File: src/rtl/stack_extract_min_assert.svh
// Assertion macros for the stack with extract-minimum
`ifndef STACK_EXTRACT_MIN_ASSERT_SVH
`define STACK_EXTRACT_MIN_ASSERT_SVH

// Same-cycle implication, checked on every rising edge outside reset
`define SXM_ASSERT_NOW(label, ante, cons, msg) \
  label: assert property (@(posedge clk) disable iff (rst) (ante) |-> (cons)) \
    else $error(msg);

// Next-cycle implication, checked on every rising edge outside reset
`define SXM_ASSERT_NEXT(label, ante, cons, msg) \
  label: assert property (@(posedge clk) disable iff (rst) (ante) |=> (cons)) \
    else $error(msg);

`endif

File: src/rtl/sxm_pkg.sv
// Shared types, codes and widths for the stack with extract-minimum
package sxm_pkg;

  localparam int DATA_W        = 32;
  localparam int MODE_W        = 2;
  localparam int STATUS_W      = 2;
  localparam int COUNT_OUT_W   = 7;
  localparam int DEFAULT_DEPTH = 64;

  // Operation codes
  localparam logic [MODE_W-1:0] MODE_PUSH    = 2'd0;
  localparam logic [MODE_W-1:0] MODE_POP     = 2'd1;
  localparam logic [MODE_W-1:0] MODE_EXTRACT = 2'd2;

  // Result status codes
  localparam logic [STATUS_W-1:0] ST_OK    = 2'd0;
  localparam logic [STATUS_W-1:0] ST_EMPTY = 2'd1;
  localparam logic [STATUS_W-1:0] ST_FULL  = 2'd2;

  typedef enum logic [2:0] {
    S_IDLE,
    S_POP_RD,
    S_SCAN,
    S_SHIFT,
    S_DELIVER
  } sxm_state_t;

endpackage

File: src/rtl/sxm_if.sv
// Request and response channel interfaces for the stack with extract-minimum
interface sxm_req_if import sxm_pkg::*; ();
  logic                     valid;
  logic                     ready;
  logic [MODE_W-1:0]        mode;
  logic signed [DATA_W-1:0] push_value;

  modport source (output valid, mode, push_value, input ready);
  modport sink   (input valid, mode, push_value, output ready);
endinterface

interface sxm_rsp_if import sxm_pkg::*; ();
  logic                     valid;
  logic                     ready;
  logic signed [DATA_W-1:0] out_value;
  logic [STATUS_W-1:0]      status;
  logic [COUNT_OUT_W-1:0]   entry_count;

  modport source (output valid, out_value, status, entry_count, input ready);
  modport sink   (input valid, out_value, status, entry_count, output ready);
endinterface

File: src/rtl/stack_extract_min.sv
// Bounded LIFO stack of signed words with push, pop and extract-minimum.
// One operation is handled at a time; the next request is taken as soon as the
// previous one has reached the response register. The entries live in one
// memory with one read and one write port and registered read data. Push writes
// the new top entry when the request is taken, pop reads the top entry, and
// extract-minimum scans the held entries top-down, one entry per cycle, for the
// smallest value (the copy nearest the top wins a tie), then moves each entry
// above it down by one, one entry per cycle. An empty pop or extract, a push
// onto a full stack and the unused mode code go straight to the response
// register. While the response register still holds an untaken result, a
// finished operation waits and the request side stays closed. No clearing pass
// after reset; only held entries are ever read.
`include "stack_extract_min_assert.svh"

module stack_extract_min import sxm_pkg::*; #(
  parameter int STACK_DEPTH = DEFAULT_DEPTH
) (
  input  logic         clk,
  input  logic         rst,
  sxm_req_if.sink      req,
  sxm_rsp_if.source    rsp
);

  localparam int AW = $clog2(STACK_DEPTH);
  localparam int CW = $clog2(STACK_DEPTH + 1);

  // Entry storage
  logic [DATA_W-1:0]        mem [STACK_DEPTH];
  logic signed [DATA_W-1:0] rd_data;
  logic                     rd_en;
  logic [AW-1:0]            rd_addr;
  logic                     wr_en;
  logic [AW-1:0]            wr_addr;
  logic [DATA_W-1:0]        wr_data;

  // Control and datapath registers
  sxm_state_t               state, state_next;
  logic [CW-1:0]            count;
  logic [AW-1:0]            scan_idx;
  logic                     scan_first;
  logic signed [DATA_W-1:0] best_val;
  logic [AW-1:0]            best_idx;
  logic [AW-1:0]            sh_idx;
  logic signed [DATA_W-1:0] res_value;
  logic [STATUS_W-1:0]      res_status;
  logic                     out_valid;
  logic signed [DATA_W-1:0] out_value;
  logic [STATUS_W-1:0]      out_status;
  logic [COUNT_OUT_W-1:0]   out_count;

  logic                     accept;
  logic                     deliver;
  logic                     full;
  logic                     empty;
  logic [AW-1:0]            top_idx;
  logic [CW-1:0]            count_dec;
  logic                     take;
  logic signed [DATA_W-1:0] best_val_new;
  logic [AW-1:0]            best_idx_new;
  logic [CW+COUNT_OUT_W-1:0] count_wide;

  assign accept    = req.valid && req.ready;
  assign full      = (count == CW'(STACK_DEPTH));
  assign empty     = (count == '0);
  assign count_dec = count - 1'b1;
  assign top_idx   = count_dec[AW-1:0];
  assign count_wide = {{COUNT_OUT_W{1'b0}}, count};

  // Running minimum over the word arriving from memory; strict compare keeps
  // the copy nearest the top on a tie
  assign take         = scan_first || (rd_data < best_val);
  assign best_val_new = take ? rd_data : best_val;
  assign best_idx_new = take ? scan_idx : best_idx;

  // Memory write port
  always_ff @(posedge clk) begin
    if (wr_en) begin
      mem[wr_addr] <= wr_data;
    end
  end

  // Memory read port, registered data
  always_ff @(posedge clk) begin
    if (rd_en) begin
      rd_data <= mem[rd_addr];
    end
  end

  // Next state
  always_comb begin
    state_next = state;
    unique case (state)
      S_IDLE: begin
        if (req.valid) begin
          case (req.mode)
            MODE_POP:     state_next = empty ? S_DELIVER : S_POP_RD;
            MODE_EXTRACT: state_next = empty ? S_DELIVER : S_SCAN;
            default:      state_next = S_DELIVER;
          endcase
        end
      end
      S_POP_RD: state_next = S_DELIVER;
      S_SCAN: begin
        if (scan_idx == '0) begin
          state_next = (best_idx_new == top_idx) ? S_DELIVER : S_SHIFT;
        end
      end
      S_SHIFT: begin
        if (sh_idx == top_idx) begin
          state_next = S_DELIVER;
        end
      end
      S_DELIVER: begin
        if (!out_valid || rsp.ready) begin
          state_next = S_IDLE;
        end
      end
      default: state_next = S_IDLE;
    endcase
  end

  // Outputs of the sequencer: handshake and memory port controls
  always_comb begin
    req.ready = 1'b0;
    deliver   = 1'b0;
    rd_en     = 1'b0;
    rd_addr   = top_idx;
    wr_en     = 1'b0;
    wr_addr   = count[AW-1:0];
    wr_data   = req.push_value;
    unique case (state)
      S_IDLE: begin
        req.ready = 1'b1;
        if (req.valid) begin
          case (req.mode)
            MODE_PUSH:    wr_en = !full;
            MODE_POP:     rd_en = !empty;
            MODE_EXTRACT: rd_en = !empty;
            default:      ;
          endcase
        end
      end
      S_POP_RD: ;
      S_SCAN: begin
        if (scan_idx != '0) begin
          rd_en   = 1'b1;
          rd_addr = scan_idx - 1'b1;
        end else if (best_idx_new != top_idx) begin
          rd_en   = 1'b1;
          rd_addr = best_idx_new + 1'b1;
        end
      end
      S_SHIFT: begin
        wr_en   = 1'b1;
        wr_addr = sh_idx - 1'b1;
        wr_data = rd_data;
        if (sh_idx != top_idx) begin
          rd_en   = 1'b1;
          rd_addr = sh_idx + 1'b1;
        end
      end
      S_DELIVER: deliver = !out_valid || rsp.ready;
      default: ;
    endcase
  end

  // State and stack count
  always_ff @(posedge clk) begin
    if (rst) begin
      state <= S_IDLE;
      count <= '0;
    end else begin
      state <= state_next;
      if (accept && req.mode == MODE_PUSH && !full) begin
        count <= count + 1'b1;
      end else if (accept && req.mode == MODE_POP && !empty) begin
        count <= count_dec;
      end else if ((state == S_SCAN && scan_idx == '0 && best_idx_new == top_idx)
                   || (state == S_SHIFT && sh_idx == top_idx)) begin
        count <= count_dec;
      end
    end
  end

  // Scan, shift and result working registers
  always_ff @(posedge clk) begin
    case (state)
      S_IDLE: begin
        scan_idx   <= top_idx;
        scan_first <= 1'b1;
        res_value  <= '0;
        res_status <= ST_OK;
        if (req.valid) begin
          case (req.mode)
            MODE_PUSH:    res_status <= full ? ST_FULL : ST_OK;
            MODE_POP:     res_status <= empty ? ST_EMPTY : ST_OK;
            MODE_EXTRACT: res_status <= empty ? ST_EMPTY : ST_OK;
            default:      ;
          endcase
        end
      end
      S_POP_RD: res_value <= rd_data;
      S_SCAN: begin
        scan_first <= 1'b0;
        best_val   <= best_val_new;
        best_idx   <= best_idx_new;
        scan_idx   <= scan_idx - 1'b1;
        sh_idx     <= best_idx_new + 1'b1;
        if (scan_idx == '0) begin
          res_value <= best_val_new;
        end
      end
      S_SHIFT: sh_idx <= sh_idx + 1'b1;
      default: ;
    endcase
  end

  // Response register: hold until transfer, load a new result when free
  always_ff @(posedge clk) begin
    if (rst) begin
      out_valid <= 1'b0;
    end else if (deliver) begin
      out_valid <= 1'b1;
    end else if (rsp.ready) begin
      out_valid <= 1'b0;
    end
  end

  always_ff @(posedge clk) begin
    if (deliver) begin
      out_value  <= res_value;
      out_status <= res_status;
      out_count  <= count_wide[COUNT_OUT_W-1:0];
    end
  end

  assign rsp.valid       = out_valid;
  assign rsp.out_value   = out_value;
  assign rsp.status      = out_status;
  assign rsp.entry_count = out_count;

  // Checks
  `SXM_ASSERT_NOW(a_count_bound, 1'b1, count <= CW'(STACK_DEPTH),
    "stack count above depth")
  `SXM_ASSERT_NOW(a_port_clash, rd_en && wr_en, rd_addr != wr_addr,
    "read and write of the same entry in one cycle")
  `SXM_ASSERT_NOW(a_shift_writes, state == S_SHIFT, wr_en,
    "gap-closing cycle without a write")
  `SXM_ASSERT_NEXT(a_pop_count, accept && req.mode == MODE_POP && !empty,
    count == $past(count_dec), "pop did not lower the count by one")

endmodule
File: src/flat_wrapper.sv
// flat-port wrapper written by rule: the top's interface ports become plain ports
module stack_extract_min_flat import sxm_pkg::*;
#(
  parameter int STACK_DEPTH = DEFAULT_DEPTH
)
  (clk, rst, req_valid, req_mode, req_push_value, req_ready, rsp_valid, rsp_out_value, rsp_status, rsp_entry_count, rsp_ready);
  sxm_req_if req_i ();
  sxm_rsp_if rsp_i ();
  input  logic clk;
  input  logic rst;
  input wire logic [$bits(req_i.valid)-1:0] req_valid;
  input wire logic [$bits(req_i.mode)-1:0] req_mode;
  input wire logic [$bits(req_i.push_value)-1:0] req_push_value;
  output wire logic [$bits(req_i.ready)-1:0] req_ready;
  output wire logic [$bits(rsp_i.valid)-1:0] rsp_valid;
  output wire logic [$bits(rsp_i.out_value)-1:0] rsp_out_value;
  output wire logic [$bits(rsp_i.status)-1:0] rsp_status;
  output wire logic [$bits(rsp_i.entry_count)-1:0] rsp_entry_count;
  input wire logic [$bits(rsp_i.ready)-1:0] rsp_ready;
  assign req_i.valid = req_valid;
  assign req_i.mode = req_mode;
  assign req_i.push_value = req_push_value;
  assign req_ready = req_i.ready;
  assign rsp_valid = rsp_i.valid;
  assign rsp_out_value = rsp_i.out_value;
  assign rsp_status = rsp_i.status;
  assign rsp_entry_count = rsp_i.entry_count;
  assign rsp_i.ready = rsp_ready;
  stack_extract_min #(.STACK_DEPTH(STACK_DEPTH)) u_core (.clk(clk), .rst(rst), .req(req_i), .rsp(rsp_i));
endmodule
File: config.mk
export PLATFORM = sky130hd
export DESIGN_NAME = stack_extract_min_flat
export DESIGN_NICKNAME = d
export VERILOG_FILES = /design/src/rtl/sxm_pkg.sv /design/src/rtl/sxm_if.sv /design/src/rtl/stack_extract_min.sv /design/src/flat_wrapper.sv
export VERILOG_INCLUDE_DIRS = /design/src /design/src/rtl
export SDC_FILE = /design/constraint.sdc
export NUM_CORES = 2
export LEC_CHECK = 0
export ABC_AREA = 0
export ABC_CLOCK_PERIOD_IN_PS = 7050
export BUFFER_PORTS_ARGS = -buffer_cell sky130_fd_sc_hd__buf_2
export CAP_MARGIN = 10
export CORE_UTILIZATION = 63
export DETAILED_ROUTE_END_ITERATION = 16
export PLACE_DENSITY_LB_ADDON = 0.25
export SLEW_MARGIN = 10
export SYNTH_ARGS = -nofsm -noshare
export SYNTH_HDL_FRONTEND = slang
export SYNTH_SLANG_ARGS = --single-unit
File: constraint.sdc
create_clock -name clk -period 7.05 [get_ports clk]
set_input_delay 1.0575 -clock clk [delete_from_list [all_inputs] [get_ports clk]]
set_output_delay 1.0575 -clock clk [all_outputs]
set_load 0.02 [all_outputs]
Yosys cells after proc, flatten, opt, wreduce, memory -nomap -nowiden. Memories as Yosys holds them, arrays and structs flattened. A register that Yosys moved wholly into a read port is not among the register bits. Index checks and enable logic that the tools add are counted.

Bits in registers: 137. Bits in writable memories: 2048. Bits of input ports: 38. Output and inout port bits: 43. Logic and storage cells: 106. Memories: 1.

Add/subtract/negate cells: 6. Order comparisons: 1. Equal/unequal tests: 15. Muxes and demuxes: 43. Reduce and logical (&&, ||, !) cells: 27.

Memories: u_core.mem (depth 64, bits a word 32, read ports 1, clocked after Yosys merged registers in 1, wr ports 1, line stack_extract_min.sv:28) `logic [DATA_W-1:0] mem [STACK_DEPTH];`.

Operators with widths (number): 32-bit two-way mux (3); 32-bit one-hot mux with 3 select lines (1); 6-bit one-hot mux with 2 select lines (3); 32-bit < comparator (1); 6-bit two-way mux (5); 3-bit two-way mux (7); 7-bit two-way mux (3); 3-bit one-hot mux with 5 select lines (1); 1-bit two-way mux (14); 6-bit by 1-bit adder with 6-bit output, second input constant (2); 6-bit == test (2); 6-bit inequality test (2); 6-bit by 1-bit subtractor with 6-bit output, second input constant (2); 1-bit logical AND (8); 7-bit by 1-bit adder with 7-bit output, second input constant (1); 7-bit == test, second input constant (1); 7-bit logical NOT (1); 7-bit by 1-bit subtractor with 7-bit output, second input constant (1); 3-bit by 2-bit == test with 1-bit output, second input constant (2); 6-bit logical NOT (1); 2-bit by 1-bit inequality test with 1-bit output, second input constant (3); 3-bit one-hot mux with 2 select lines (1); 2-bit nonzero test (3); 3-bit nonzero test (2); 17 further kinds (22).

Depth between registers and ports, before layout.
Word-level depth: 9. Mapped depth: 21. Depth with buffers taken out: 19.

Least setup slack after synthesis. Ideal clock, no wire load.

Path type: reg-to-reg. Start: reg u_core.rd_data[25] (read register of u_core.mem). End: reg u_core.rd_data[23] (read register of u_core.mem), data pin. Setup time: 0.272 ns. Arrival: 4.748 ns. Data required time: 6.778 ns. Setup slack: 2.030 ns. Stages on the path, launching flop included: 21. Path buffers: 4. Period minus slack after synthesis: 5.020 ns. Cells stage by stage: edfxtp_1 -> ha_1 -> a21o_1 -> a221o_1 -> a221oi_1 -> o21ai_0 -> or4_4 -> and3_1 -> or3_1 -> nand4b_1 -> and4b_1 -> o41a_1 -> clkbuf_1 -> buf_2 -> buf_2 -> clkbuf_1 -> nand2_1 -> nand3_1 -> nand3_1 -> a41oi_1 -> or4_1.

Word-level cells in the longest chain between the ends: 7. Elaborated cells between the ends (all ways): 11. Classes of those cells: 1 x add/sub; 1 x order compare; 1 x eq/ne; 7 x mux; 1 x reduce/logical.

Ends and longest elaborated chain: from (decl) (line stack_extract_min.sv:29) `logic signed [DATA_W-1:0] rd_data;`; 32-bit < comparator (*) (line stack_extract_min.sv:71) `assign take = scan_first || (rd_data < best_val);`; 1-bit logical OR (*) (line stack_extract_min.sv:71); 6-bit two-way mux (*) (line stack_extract_min.sv:73) `assign best_idx_new = take ? scan_idx : best_idx;`; 6-bit by 1-bit adder with 6-bit output or 6-bit inequality test (tied branches) (line stack_extract_min.sv:150, stack_extract_min.sv:148); 6-bit two-way mux or 1-bit two-way mux (tied branches) (line stack_extract_min.sv:148) `end else if (best_idx_new != top_idx) begin`; 6-bit two-way mux or 1-bit two-way mux (tied branches) (line stack_extract_min.sv:145) `if (scan_idx != '0) begin`; 6-bit one-hot mux with 2 select lines or 1-bit one-hot mux with 3 select lines (tied branches) (line stack_extract_min.sv:131) `unique case (state)`.

Every way passes the cells marked *; elsewhere a longest branch is shown, timed or not. A chain may end at the register's enable or synchronous reset.

Worst setup path in the final report.
Start: reg u_core.rd_data[3] (read register of u_core.mem). End: reg u_core.rd_data[12] (read register of u_core.mem), data pin.

Same word-level chain as after synthesis.

==> reports/metrics.cfg <==
[worst_hold_path]
worstHoldPathCells = 0
whs_endpoint = u_core.rsp.out_value[26]$_DFFE_PP_
hold_path.startpoint = u_core.res_value[26]$_DFFE_PP_
hold_path.class = reg2reg

[route]
vias_per_cell = 6.56
drtAntennaViolNets = 0
first_pass_iters = 8
drc = 0
drt-total-wl_um = 258000
num_vias = 60928
first_iter_violations = 11007
wire_per_inst_um = 27.7

[synthesis]
synthAdderAreaFrac_pct = 0.591
synthXorXnorAreaFrac_pct = 0.305
synth_compound_area_share_pct = 2.59
synth_top_family_by_area = simple AND/OR/NAND/NOR gates
synthMuxAreaShare_pct = 0.151
yosys_warnings = 0
seq_area_frac_synth_pct = 74.8
synth_simple_gate_area_share_pct = 19.3
synth_fp_nets = 7162
synth_cell_types = 62
synthTopCellsByArea = edfxtp_1 75%, nand2_1 9.4%, nand3_1 8.7%, clkbuf_1 1.3%, a41oi_1 1.3%
syn-cell-area_mm2 = 0.0889
yosysMostFrequentCell = nand2_1
synth_top_area_share_pct = 74.5
synth_common_cells = 2,232 x nand2_1, 2,206 x edfxtp_1, 1,551 x nand3_1
synth_flop_cell = edfxtp_1
synth_cells = 7082
synth-seq-cells = 2217
synth_top_area_cell = edfxtp_1
synth-edff-count = 2206
synth.avg_cell_area_um2 = 12.5
ys_async_sr_fraction_pct = 0

[critical_path]
required_ns = 7.60
arrival_ns = 7.37
crit_fanout = 120
r2r_start = u_core.rd_data[3]$_DFFE_PP_
path_class = reg2reg
cp-start-kind = flop
end_kind = flop
r2r-end = u_core.rd_data[12]$_DFFE_PP_
r2r_slack_ns = 0.23
rr_worst_depth = 18

[floorplanning]
initial_core_util_pct = 63.6
die_h_um = 378
die_w_um = 378
dieArea_mm2 = 0.143
coreArea_mm2 = 0.140
ioPinCount = 81
core.rowCount = 137

[timing]
rsz0062_at_grt = no
slew_headroom_pct = 11.9
min_period_over_period_pct = 96.7
setup_violations = 0
worst_slew_pin_slew_ns = 1.32
period_needed_ns = 6.82
maxSlewViolCount = 0
timing.fmax_mhz = 147
tns_ns = 0
skew_ns = 0.0366
finalHoldViolCount = 0

[cts]
postCtsHoldBufs = 0
cts_tree = built
clock-root-buffer = clkbuf_16
clock_path_buffers = 3
clk_pin_slew_ns = 0.06
cts_made_buffers = 209
h-tree-depth = 4
clkLatencyLatePin_ns = 0.87
cts_num_sinks = 2217

[run_status]
status = finished, final reports clean

[global_routing]
met1_usage_pct = 49.0
grt_pass1_wl_um = 374000
gr-usage-met2_pct = 54.0
grt_max_degree = 151
grt_util_met3_pct = 10.5
grt_usage_pct = 36.3
grt.busiest_layer = met2
grt_pass1_vias = 57924
antenna_found_initial = 28
grt-ovfl-total = 0

[run]
drv_cap = 0

[layout]
drive_gt1_share_pct = 10.9
layout.area.seq_mm2 = 0.0665
areaGrowthSynthToFinish_pct = 13.0
nFillCells = 8683
final_nets = 7308
multi_input_area_mm2 = 0.0211
final_cells = 9290
final_cell_area_mm2 = 0.100

[power_and_ir_drop]
p_comb_share_pct = 43.4
p_sw_mw = 19.8
internal_power_mw = 27.9
p_seq_share_pct = 33.1
p_leak_nw = 34.7
power_density_mw_per_mm2 = 475
sw_frac_of_total_pct = 41.5
clockPowerShare_pct = 23.5
ir_drop_uv = 784

[place]
io_buffers = 80
place_hpwl_um = 145000
gp_congestion = 0.905
dp.cells = 8891
placed_area_mm2 = 0.0935

worst max-delay path: stages (launching register included):
cell and delay, ns:
edfxtp_1 0.70, ha_1 0.34, a2111o_1 0.44, a311oi_1 0.33, a211oi_2 0.21, or4_4 0.55
a22oi_1 0.20, nor2_1 0.06, a311oi_1 0.45, a41oi_1 0.27, o41a_2 0.52, buf_12 0.20
buf_12 0.25, buf_4 0.38, nand2_1 0.11, nand3_1 0.10, nand3_1 0.14, a41oi_2 0.33
or4_1 0.76
registers in the layout, summed over array words and instances (netlist names), 3 cells and up:
register                count
u_core.mem               2048
u_core.best_val            32
u_core.rd_data             32
u_core.res_value           32
u_core.rsp.out_value       32
u_core.count                7
u_core.rsp.entry_count      7
u_core.best_idx             6
u_core.scan_idx             6
u_core.sh_idx               6
u_core.state                3
layout make-up:
type	instances	share of cell area, %
clock buffer	260	5.55
sequential	2217	66.2
timing repair buffer	382	3.50
inverter	52	0.194
antenna	5	0.0125
tap	1876	2.34
multi-input combinational	4366	21.0
clock inverter	132	1.21
timing repair:
item,4_1_cts,5_1_grt
gates resized for setup,0,3
setup endpoints to repair,0,4
buffers inserted,0,2
kinds of logic after synthesis:
group,Yosys count
and+or+nand+nor,3981
DFF,2217
buffers and inverters,499
AOI/OAI and AO/OA,299
adders and majority gates,42
xor gates and xnor gates,31
muxes,13
placed cells by master, fill, tap and decap left out, drive strengths merged, types with 42 or more instances in the layout:
master and instances:
nor2 105, a41oi 129, clkbuf 260, clkinv 100, o21ai 52, nand3 1551, inv 58, ha 42
edfxtp 2206, buf 382, nand2 2232
metal layers:
| metal | wire length [µm] | vias to the layer above |
|---|---|---|
| met2 | 114000 | 4733 |
| li1 | - | 25949 |
| met3 | 39400 | 873 |
| met5 | 184 | - |
| met1 | 89400 | 29345 |
| met4 | 14200 | 28 |
power by group through the flow:
| stage | sequential, mW | clock [mW] | combinational (mW) |
|---|---|---|---|
| 2_1_floorplan | 15.9 | 0 | 11.0 |
| 3_3_place_gp | 16.0 | 0 | 19.5 |
| 3_5_place_dp | 16.0 | 0 | 19.9 |
| 4_1_cts | 15.8 | 11.2 | 20.0 |
| 5_1_grt | 15.8 | 11.7 | 21.8 |
| 6_report | 15.8 | 11.2 | 20.7 |
worst max-delay path by stage:
stage                                 startpoint                      endpoint  slack, ns  cells after the start
CTS                 u_core.rd_data[31]$_DFFE_PP_  u_core.rd_data[12]$_DFFE_PP_       0.09                     19
global route        u_core.rd_data[19]$_DFFE_PP_  u_core.rd_data[12]$_DFFE_PP_      0.008                     20
floorplan           u_core.rd_data[25]$_DFFE_PP_  u_core.rd_data[23]$_DFFE_PP_       2.03                     20
detailed placement  u_core.rd_data[31]$_DFFE_PP_  u_core.rd_data[12]$_DFFE_PP_       0.17                     19
global placement    u_core.rd_data[15]$_DFFE_PP_  u_core.rd_data[12]$_DFFE_PP_       0.23                     20
finish               u_core.rd_data[3]$_DFFE_PP_  u_core.rd_data[12]$_DFFE_PP_       0.23                     18
through the flow:
stage	hold WS [ns]	total power, mW	util [%]	worst slack [ns]
2_1_floorplan	0.400	26.9	-	2.03
3_3_place_gp	0.401	35.6	66.9	0.230
3_5_place_dp	0.405	35.9	67.0	0.174
4_1_cts	0.415	47.0	71.8	0.0930
5_1_grt	0.418	49.3	71.9	0.00756
6_report	0.414	47.7	71.9	0.231
Note: power is estimated with default switching activity, not from simulation.
